--- src/hdl/rbn_pkg.sv ---
package rbn_pkg;

  localparam int WINDOW      = 32;
  localparam int NACK_COUNT  = 5;
  localparam int MAX_RESULTS = 32;

  localparam int SEQ_W  = 20;
  localparam int PAY_W  = 64;
  localparam int KIND_W = 2;

  localparam int IDX_W  = $clog2(WINDOW);
  localparam int CNT_W  = $clog2(MAX_RESULTS + 1);
  localparam int NACK_W = $clog2(NACK_COUNT + 1);

  localparam int QDEPTH = 2;
  localparam int QPTR_W = (QDEPTH > 1) ? $clog2(QDEPTH) : 1;
  localparam int QCNT_W = $clog2(QDEPTH + 1);

  localparam logic CMD_ARRIVAL = 1'b0;
  localparam logic CMD_TICK    = 1'b1;

  localparam logic [KIND_W-1:0] KIND_DELIVER  = 2'd0;
  localparam logic [KIND_W-1:0] KIND_MISSING  = 2'd1;
  localparam logic [KIND_W-1:0] KIND_COMPLETE = 2'd2;

  typedef struct packed {
    logic             command;
    logic [SEQ_W-1:0] seq;
    logic [PAY_W-1:0] payload;
  } in_item_t;

  typedef struct packed {
    logic [KIND_W-1:0] kind;
    logic [SEQ_W-1:0]  out_seq;
    logic [PAY_W-1:0]  out_payload;
    logic              last;
  } out_item_t;

endpackage

--- src/hdl/rbn_queue.sv ---
module rbn_queue (
  input  logic              clk,
  input  logic              rst_n,
  input  logic              in_valid,
  output logic              in_ready,
  input  rbn_pkg::in_item_t in_item,
  output logic              out_valid,
  input  logic              out_ready,
  output rbn_pkg::in_item_t out_item
);

  rbn_pkg::in_item_t slots_r [rbn_pkg::QDEPTH];

  logic [rbn_pkg::QPTR_W-1:0] wr_ptr_r, wr_ptr_nxt;
  logic [rbn_pkg::QPTR_W-1:0] rd_ptr_r, rd_ptr_nxt;
  logic [rbn_pkg::QCNT_W-1:0] count_r, count_nxt;
  logic                       push, pop;

  assign in_ready  = (count_r != rbn_pkg::QCNT_W'(rbn_pkg::QDEPTH));
  assign out_valid = (count_r != '0);
  assign out_item  = slots_r[rd_ptr_r];
  assign push      = in_valid && in_ready;
  assign pop       = out_valid && out_ready;

  always_comb begin
    wr_ptr_nxt = wr_ptr_r;
    rd_ptr_nxt = rd_ptr_r;
    count_nxt  = count_r;
    if (push) begin
      wr_ptr_nxt = (wr_ptr_r == rbn_pkg::QPTR_W'(rbn_pkg::QDEPTH - 1)) ? '0 : wr_ptr_r + 1'b1;
    end
    if (pop) begin
      rd_ptr_nxt = (rd_ptr_r == rbn_pkg::QPTR_W'(rbn_pkg::QDEPTH - 1)) ? '0 : rd_ptr_r + 1'b1;
    end
    if (push && !pop) begin
      count_nxt = count_r + 1'b1;
    end else if (pop && !push) begin
      count_nxt = count_r - 1'b1;
    end
  end

  always_ff @(posedge clk) begin
    if (!rst_n) begin
      wr_ptr_r <= '0;
      rd_ptr_r <= '0;
      count_r  <= '0;
    end else begin
      wr_ptr_r <= wr_ptr_nxt;
      rd_ptr_r <= rd_ptr_nxt;
      count_r  <= count_nxt;
    end
  end

  always_ff @(posedge clk) begin
    if (push) begin
      slots_r[wr_ptr_r] <= in_item;
    end
  end

endmodule

--- src/hdl/rbn_back.sv ---
module rbn_back (
  input  logic                      clk,
  input  logic                      rst_n,
  input  logic                      cfg_valid,
  output logic                      cfg_ready,
  input  logic [rbn_pkg::SEQ_W-1:0] cfg_total_packets,
  input  logic                      item_valid,
  output logic                      item_ready,
  input  rbn_pkg::in_item_t         item,
  output logic                      out_valid,
  input  logic                      out_ready,
  output rbn_pkg::out_item_t        out_item
);

  localparam logic [2:0] ST_IDLE    = 3'd0;
  localparam logic [2:0] ST_PREP    = 3'd1;
  localparam logic [2:0] ST_RELEASE = 3'd2;
  localparam logic [2:0] ST_SCAN    = 3'd3;
  localparam logic [2:0] ST_DONE    = 3'd4;

  localparam logic [rbn_pkg::SEQ_W-1:0] WIN_SEQ = rbn_pkg::SEQ_W'(rbn_pkg::WINDOW);

  logic [2:0]                        state_r, state_nxt;
  logic [rbn_pkg::SEQ_W-1:0]         total_r, total_nxt;
  logic [rbn_pkg::SEQ_W-1:0]         ne_r, ne_nxt;
  logic [rbn_pkg::IDX_W-1:0]         head_r, head_nxt;
  logic [rbn_pkg::WINDOW-1:0]        full_r, full_nxt;
  logic [rbn_pkg::CNT_W-1:0]         cnt_r, cnt_nxt;
  logic [rbn_pkg::SEQ_W-1:0]         scan_r, scan_nxt;
  logic [rbn_pkg::NACK_W-1:0]        nfound_r, nfound_nxt;
  logic                              pend_valid_r, pend_valid_nxt;
  logic [rbn_pkg::SEQ_W-1:0]         pend_seq_r, pend_seq_nxt;
  logic                              out_valid_r, out_valid_nxt;
  rbn_pkg::out_item_t                out_r, out_nxt;

  logic [rbn_pkg::PAY_W-1:0]         mem [rbn_pkg::WINDOW];
  logic [rbn_pkg::PAY_W-1:0]         rd_r;

  logic                              out_free, emit;
  rbn_pkg::out_item_t                emit_data;
  logic [rbn_pkg::IDX_W-1:0]         head_inc;
  logic [rbn_pkg::SEQ_W-1:0]         off_a, off_s;
  logic [rbn_pkg::IDX_W-1:0]         idx_a, idx_s;
  logic                              store;
  logic                              can_rel, rel_last;
  logic                              held, loop_ok;

  function automatic logic [rbn_pkg::IDX_W-1:0] slot_of(
    input logic [rbn_pkg::IDX_W-1:0] head,
    input logic [rbn_pkg::SEQ_W-1:0] off
  );
    logic [rbn_pkg::IDX_W:0] sum;
    sum = (rbn_pkg::IDX_W+1)'(head) + (rbn_pkg::IDX_W+1)'(off[rbn_pkg::IDX_W-1:0]);
    if (sum >= (rbn_pkg::IDX_W+1)'(rbn_pkg::WINDOW)) begin
      sum = sum - (rbn_pkg::IDX_W+1)'(rbn_pkg::WINDOW);
    end
    return sum[rbn_pkg::IDX_W-1:0];
  endfunction

  assign cfg_ready  = 1'b1;
  assign item_ready = (state_r == ST_IDLE);
  assign out_valid  = out_valid_r;
  assign out_item   = out_r;
  assign out_free   = !out_valid_r || out_ready;

  assign head_inc = (head_r == rbn_pkg::IDX_W'(rbn_pkg::WINDOW - 1)) ? '0 : head_r + 1'b1;

  assign off_a = item.seq - ne_r;
  assign idx_a = slot_of(head_r, off_a);
  assign store = item_valid && (state_r == ST_IDLE) && (item.command == rbn_pkg::CMD_ARRIVAL)
                 && (item.seq >= ne_r) && (off_a < WIN_SEQ) && (item.seq < total_r)
                 && !full_r[idx_a];

  assign can_rel  = (ne_r < total_r) && full_r[head_r];
  assign rel_last = (cnt_r == rbn_pkg::CNT_W'(rbn_pkg::MAX_RESULTS - 1))
                    || (({1'b0, ne_r} + 1'b1) >= {1'b0, total_r})
                    || !full_r[head_inc];

  assign off_s   = scan_r - ne_r;
  assign idx_s   = slot_of(head_r, off_s);
  assign held    = (off_s < WIN_SEQ) && full_r[idx_s];
  assign loop_ok = (nfound_r < rbn_pkg::NACK_W'(rbn_pkg::NACK_COUNT)) && (scan_r < total_r);

  always_comb begin
    state_nxt      = state_r;
    total_nxt      = total_r;
    ne_nxt         = ne_r;
    head_nxt       = head_r;
    full_nxt       = full_r;
    cnt_nxt        = cnt_r;
    scan_nxt       = scan_r;
    nfound_nxt     = nfound_r;
    pend_valid_nxt = pend_valid_r;
    pend_seq_nxt   = pend_seq_r;
    emit           = 1'b0;
    emit_data      = '0;

    if (cfg_valid) begin
      total_nxt = cfg_total_packets;
    end

    case (state_r)
      ST_IDLE: begin
        if (item_valid) begin
          if (item.command == rbn_pkg::CMD_TICK) begin
            scan_nxt       = ne_r;
            nfound_nxt     = '0;
            pend_valid_nxt = 1'b0;
            state_nxt      = (ne_r >= total_r) ? ST_DONE : ST_SCAN;
          end else begin
            if (store) begin
              full_nxt[idx_a] = 1'b1;
            end
            cnt_nxt   = '0;
            state_nxt = ST_PREP;
          end
        end
      end
      ST_PREP: begin
        state_nxt = ST_RELEASE;
      end
      ST_RELEASE: begin
        if (!can_rel) begin
          state_nxt = ST_IDLE;
        end else if (out_free) begin
          emit                  = 1'b1;
          emit_data.kind        = rbn_pkg::KIND_DELIVER;
          emit_data.out_seq     = ne_r;
          emit_data.out_payload = rd_r;
          emit_data.last        = rel_last;
          full_nxt[head_r]      = 1'b0;
          ne_nxt                = ne_r + 1'b1;
          head_nxt              = head_inc;
          cnt_nxt               = cnt_r + 1'b1;
          if (rel_last) begin
            state_nxt = ST_IDLE;
          end
        end
      end
      ST_SCAN: begin
        if (loop_ok) begin
          if (held) begin
            scan_nxt = scan_r + 1'b1;
          end else if (!pend_valid_r || out_free) begin
            if (pend_valid_r) begin
              emit              = 1'b1;
              emit_data.kind    = rbn_pkg::KIND_MISSING;
              emit_data.out_seq = pend_seq_r;
            end
            pend_valid_nxt = 1'b1;
            pend_seq_nxt   = scan_r;
            nfound_nxt     = nfound_r + 1'b1;
            scan_nxt       = scan_r + 1'b1;
          end
        end else if (!pend_valid_r) begin
          state_nxt = ST_IDLE;
        end else if (out_free) begin
          emit              = 1'b1;
          emit_data.kind    = rbn_pkg::KIND_MISSING;
          emit_data.out_seq = pend_seq_r;
          emit_data.last    = 1'b1;
          pend_valid_nxt    = 1'b0;
          state_nxt         = ST_IDLE;
        end
      end
      ST_DONE: begin
        if (out_free) begin
          emit              = 1'b1;
          emit_data.kind    = rbn_pkg::KIND_COMPLETE;
          emit_data.out_seq = ne_r;
          emit_data.last    = 1'b1;
          state_nxt         = ST_IDLE;
        end
      end
      default: begin
        state_nxt = ST_IDLE;
      end
    endcase

    if (emit) begin
      out_valid_nxt = 1'b1;
      out_nxt       = emit_data;
    end else begin
      out_valid_nxt = out_ready ? 1'b0 : out_valid_r;
      out_nxt       = out_r;
    end
  end

  always_ff @(posedge clk) begin
    if (!rst_n) begin
      state_r      <= ST_IDLE;
      total_r      <= '0;
      ne_r         <= '0;
      head_r       <= '0;
      full_r       <= '0;
      cnt_r        <= '0;
      scan_r       <= '0;
      nfound_r     <= '0;
      pend_valid_r <= 1'b0;
      out_valid_r  <= 1'b0;
    end else begin
      state_r      <= state_nxt;
      total_r      <= total_nxt;
      ne_r         <= ne_nxt;
      head_r       <= head_nxt;
      full_r       <= full_nxt;
      cnt_r        <= cnt_nxt;
      scan_r       <= scan_nxt;
      nfound_r     <= nfound_nxt;
      pend_valid_r <= pend_valid_nxt;
      out_valid_r  <= out_valid_nxt;
    end
  end

  always_ff @(posedge clk) begin
    pend_seq_r <= pend_seq_nxt;
    out_r      <= out_nxt;
  end

  always_ff @(posedge clk) begin
    if (store) begin
      mem[idx_a] <= item.payload;
    end
    rd_r <= mem[head_nxt];
  end

endmodule

--- src/hdl/reorder_buffer_with_nack_list.sv ---
// Channel   Ports                                    Direction
// in        in_valid, in_ready, in_item              packet or tick into the block
// out       out_valid, out_ready, out_item           deliveries, missing reports, completion
// cfg       cfg_valid, cfg_ready, cfg_total_packets  total packet count write
// A packet passes a two-entry queue and then the back end's IDLE, PREP and RELEASE states
// before its first result; releases free one window slot per cycle unless output stalls.
// A tick walks one number per cycle unless output stalls, up to window plus report count.
// Reset is synchronous and active low; it clears the slot flags and the expected number.
// A stalled output holds the back end in place while the queue keeps taking items until full.
module reorder_buffer_with_nack_list (
  input  logic                      clk,
  input  logic                      rst_n,
  input  logic                      in_valid,
  output logic                      in_ready,
  input  rbn_pkg::in_item_t         in_item,
  output logic                      out_valid,
  input  logic                      out_ready,
  output rbn_pkg::out_item_t        out_item,
  input  logic                      cfg_valid,
  output logic                      cfg_ready,
  input  logic [rbn_pkg::SEQ_W-1:0] cfg_total_packets
);

  logic              q_valid;
  logic              q_ready;
  rbn_pkg::in_item_t q_item;

  rbn_queue u_queue (
    .clk       (clk),
    .rst_n     (rst_n),
    .in_valid  (in_valid),
    .in_ready  (in_ready),
    .in_item   (in_item),
    .out_valid (q_valid),
    .out_ready (q_ready),
    .out_item  (q_item)
  );

  rbn_back u_back (
    .clk               (clk),
    .rst_n             (rst_n),
    .cfg_valid         (cfg_valid),
    .cfg_ready         (cfg_ready),
    .cfg_total_packets (cfg_total_packets),
    .item_valid        (q_valid),
    .item_ready        (q_ready),
    .item              (q_item),
    .out_valid         (out_valid),
    .out_ready         (out_ready),
    .out_item          (out_item)
  );

endmodule

--- config.mk ---
export PLATFORM = sky130hd
export DESIGN_NAME = reorder_buffer_with_nack_list
export DESIGN_NICKNAME = d
export VERILOG_FILES = /design/src/hdl/rbn_pkg.sv /design/src/hdl/rbn_queue.sv /design/src/hdl/rbn_back.sv /design/src/hdl/reorder_buffer_with_nack_list.sv
export SDC_FILE = /design/constraint.sdc
export NUM_CORES = 2
export LEC_CHECK = 0
export ABC_CLOCK_PERIOD_IN_PS = 8000
export BUFFER_PORTS_ARGS = -buffer_cell sky130_fd_sc_hd__buf_2
export CAP_MARGIN = 20
export CORE_UTILIZATION = 41
export DETAILED_ROUTE_END_ITERATION = 10
export GPL_ROUTABILITY_DRIVEN = 0
export MAX_ROUTING_LAYER = met4
export PLACE_DENSITY_LB_ADDON = 0.08
export SLEW_MARGIN = 20
export SYNTH_ARGS = -nofsm -noshare
export SYNTH_HDL_FRONTEND = slang
export SYNTH_SLANG_ARGS = --single-unit
--- constraint.sdc ---
create_clock -name clk -period 8 [get_ports clk]
set_clock_uncertainty 0.05 [all_clocks]
set_input_delay 0.4 -clock clk [delete_from_list [all_inputs] [get_ports clk]]
set_output_delay 0.4 -clock clk [all_outputs]
set_load 0.03 [all_outputs]
==> results.md <==
* **number of enable flip-flop cells after synthesis** 2325
* **RSZ-0062 raised after global routing** no
* **placement-stage cell area** 0.107 sq mm
* **clock tree from TritonCTS** built
* **outcome** finished, final reports clean
* **fraction of final layout cells sized beyond drive strength 1** 0.129
* **Vias per Instance** 5.70
* **final worst path period need** 6.55 ns
* **Layout Cell Area excl Fill** 0.117 sq mm
* **Least-Margin Pin Slew** 1.11 ns
* **post-detailed-route count of antenna-violating nets** 0
* **initial core utilization** 0.413
* **post-synthesis sequential element count** 2505
* **iteration-0 DRC count of the detailed router** 5934
* **most common cell after layout, fill and taps aside** sky130_fd_sc_hd__edfxtp_1
* **critical path data required time** 8.46 ns
* **die area** 0.251 sq mm
* **Setup crit start kind** register
* **clock buffer count from CTS** 292
* **total number of nets in the final design** 7700
* **worst-path cell with the longest stage delay** sky130_fd_sc_hd__or4_1
* **Leak** 41.1 nW
* **CP dominant cell by count** sky130_fd_sc_hd__nand2_1
* **number of cells upsized or downsized after cts** 0
* **Critical Path Sink Type** register
* **sink count of the clock tree** 2505
* **global-route usage over all layers** 0.252
* **worst hold path type** in -> reg
* **sum of net half-perimeters after detailed placement** 184 mm
* **Congestion Overflow GR** 0
* **number of standard-cell rows in the floorplan** 182
* **fmax** 153 MHz
* **Clock Path Buffers** 4
* **power density relative to cell area** 261 mW/mm^2
* **maximum number of pins on one net before global-route repair** 135
* **netlist area before placement** 0.102 sq mm
* **Tcrit/Tclk final** 0.819
* **predominant post-synthesis flop cell** sky130_fd_sc_hd__edfxtp_1
* **number of max-slew violations in the final report** 0
* **path depth of the worst reg2reg path** 15
* **initial antenna violation count** 12
* **post-synthesis sequential area ratio** 0.720
* **proportion of synthesized flip-flops having asynchronous set or reset** 0
* **distinct cell type count of the synthesized netlist** 96
* **area growth from synthesis to layout** 15.0%
* **register-to-register setup slack** 1.45 ns
* **Post-Synthesis Mean Instance Area** 14.4 sq um
* **net count of the mapped netlist** 7336
* **area fraction of the dominant cell type after synthesis** 0.685
* **max incr delay on CP** 0.85 ns
* **average routed wire per standard cell** 28.3 um
* **largest cells by area after synthesis** sky130_fd_sc_hd__edfxtp_1 68%, sky130_fd_sc_hd__mux2i_1 4.7%, sky130_fd_sc_hd__nand2_1 4.0%, sky130_fd_sc_hd__dfxtp_1 3.5%, sky130_fd_sc_hd__nand3_1 1.8%
* **1st-pass router iterations** 8
* **number of ports placed on the die boundary** 200
* **first-pass GRT wire length** 443 mm
* **wirelength, routed** 310 mm
* **critical path fanouts, max** 35
* **top library cells by usage in the layout, fill and taps aside** 2325 x sky130_fd_sc_hd__edfxtp_1, 1096 x sky130_fd_sc_hd__nand2_1, 478 x sky130_fd_sc_hd__mux2i_1
* **worst slew slack as a fraction of its limit** 0.260
* **via count of the first global-routing pass** 60700
* **IR Drop Worst-Case VDD** 0.000205 V
* **overall die height** 501 um
* **end of the worst register-to-register path** u_back.mem[26][52]
* **yosys synthesis warning count** 0
* **buffers inserted during post-CTS setup optimization** 0
* **DRC Markers** 0
* **number of I/O port buffers** 198
* **worst hold path startpoint** cfg_valid
* **Critical Path AT** 7.01 ns
* **chain of cells forming the critical path** mux2i_1, ha_1, fa_1, fa_1, mux4_2, nand2_1, nand2_1, nand2_1, a21oi_1, nor4_1, nand4_1, or4_1, nand2b_1, nor2_4, buf_4
* **final setup TNS** 0 ns
* **post-synthesis cell type with the largest combined area** sky130_fd_sc_hd__edfxtp_1
* **Die W** 501 um
* **end point of the most critical hold path** u_back.total_r[11]
* **cell at the root of the clock tree** sky130_fd_sc_hd__clkbuf_16
* **clock transition time at the flip-flop clock pins of the worst setup and hold paths** 0.06 ns
* **final hold violation count** 0
* **Synth Instances** 7085
* **H-tree lvl count** 5
* **Core Area** 0.247 sq mm
* **Max Cap Viol** 0
* **setup violation total in the final timing report** 0
* **clk_lat worst skew** 0.92 ns
* **number of fillers in the final layout** 21500
* **Vias** 62500
* **number of cells traversed by the worst hold path** 3
* **Worst Setup Path Type** reg -> reg
-- stage by stage --
step | utilization | setup WS, ns | hold slack (ns) | total power, mW | std cells
global placement | 0.435 | 1.30 | 0.422 | 18.2 | 10400
finish | 0.475 | 1.45 | 0.0950 | 30.6 | 11000
global route | 0.475 | 0.948 | 0.0859 | 31.5 | 11000
floorplan | - | 0.131 | 0.408 | 17.1 | 7085
detailed placement | 0.435 | 1.44 | 0.432 | 18.2 | 10400
CTS | 0.475 | 1.40 | 0.0463 | 30.8 | 11000
-- synthesized netlist by cell type (all sizes together) (47+ instances only) --
cell,count
mux2i,489
buf,241
edfxtp,2325
a211oi,47
a21oi,220
ha,137
nand4,50
o22ai,174
nor2,295
o211ai,83
o21ai,108
nand3,375
clkbuf,156
and2,72
a31oi,147
inv,82
dfxtp,180
nand2,1105
mux2,107
nor3,96
-- final cells by class --
cell class | count | area, sq um | share of cell area
Sequential cell | 2505 | 73400 | 0.626
Multi-Input combinational cell | 4101 | 26700 | 0.228
Clock buffer | 391 | 7990 | 0.0681
Tap cell | 3312 | 4140 | 0.0353
Timing Repair Buffer | 467 | 3830 | 0.0326
Clock inverter | 102 | 882 | 0.00752
Inverter | 82 | 308 | 0.00262
Antenna cell | 5 | 12.5 | 0.000107
-- power by group --
group / total (mW) / internal [mW] / switching (mW) / leakage, nW
sequential: 15.4 / 15.3 / 0.0705 / 22.3
clock: 12.6 / 7.42 / 5.17 / 4.33
combinational: 2.62 / 0.591 / 2.03 / 14.5
-- how the worst max path moves through the flow --
stage                     startpoint                  to  cells past startpoint
final                       register  u_back.mem[26][52]                     15
after global routing        register  u_back.mem[26][52]                     17
after global placement      register   u_back.mem[6][10]                     15
after CTS                   register  u_back.mem[26][52]                     15
after floorplan             register   u_back.mem[29][0]                     18
after detailed placement    register   u_back.mem[6][10]                     15
-- kinds of logic after synthesis --
kind of cell / after synthesis / share of synthesized area
flops: 2505 / 0.720
mux: 625 / 0.0669
buf+inv: 479 / 0.0223
simple gates: 2147 / 0.0926
xor+xnor: 65 / 0.00600
other cells: 1 / 0.0000368
compound gates: 1122 / 0.0745
fa+ha+maj: 141 / 0.0176
-- sequential cells by signal, indices dropped and copies added, names as in the netlist, 2 cells and up, named ones only --
signal	cells
u_back.mem	2048
u_queue.slots_r	170
u_back.rd_r	64
u_back.head_r	5
u_back.ne_r	20
u_back.full_r	32
u_back.out_item	87
u_back.nfound_r	3
u_back.scan_r	20
u_queue.count_r	2
u_back.pend_seq_r	20
u_back.state_r	3
u_back.cnt_r	6
u_back.total_r	20
-- worst max-delay path, delay by kind of cell, from the launching register on --
| kind | cells | cell delay (ns) |
|---|---|---|
| compound gates | 1 | 0.10 |
| mux | 2 | 0.65 |
| fa+ha+maj | 3 | 1.55 |
| buf+inv | 1 | 0.55 |
| simple gates | 8 | 2.57 |
| flops | 1 | 0.56 |
-- routing by layer --
| layer | GRT usage | part of all wire |
|---|---|---|
| met4 | 0.0630 | 0.024 |
| met3 | 0.0320 | 0.058 |
| met5 | - | 0 |
| met1 | 0.352 | 0.45 |
| met2 | 0.389 | 0.47 |
-- timing repair --
action / in CTS / in global routing
setup endpoints to repair: 0 / 0
endpoints found under the hold margin: 193 / 0
hold buffers: 107 / 0
Power figures use the tool's default switching activity.
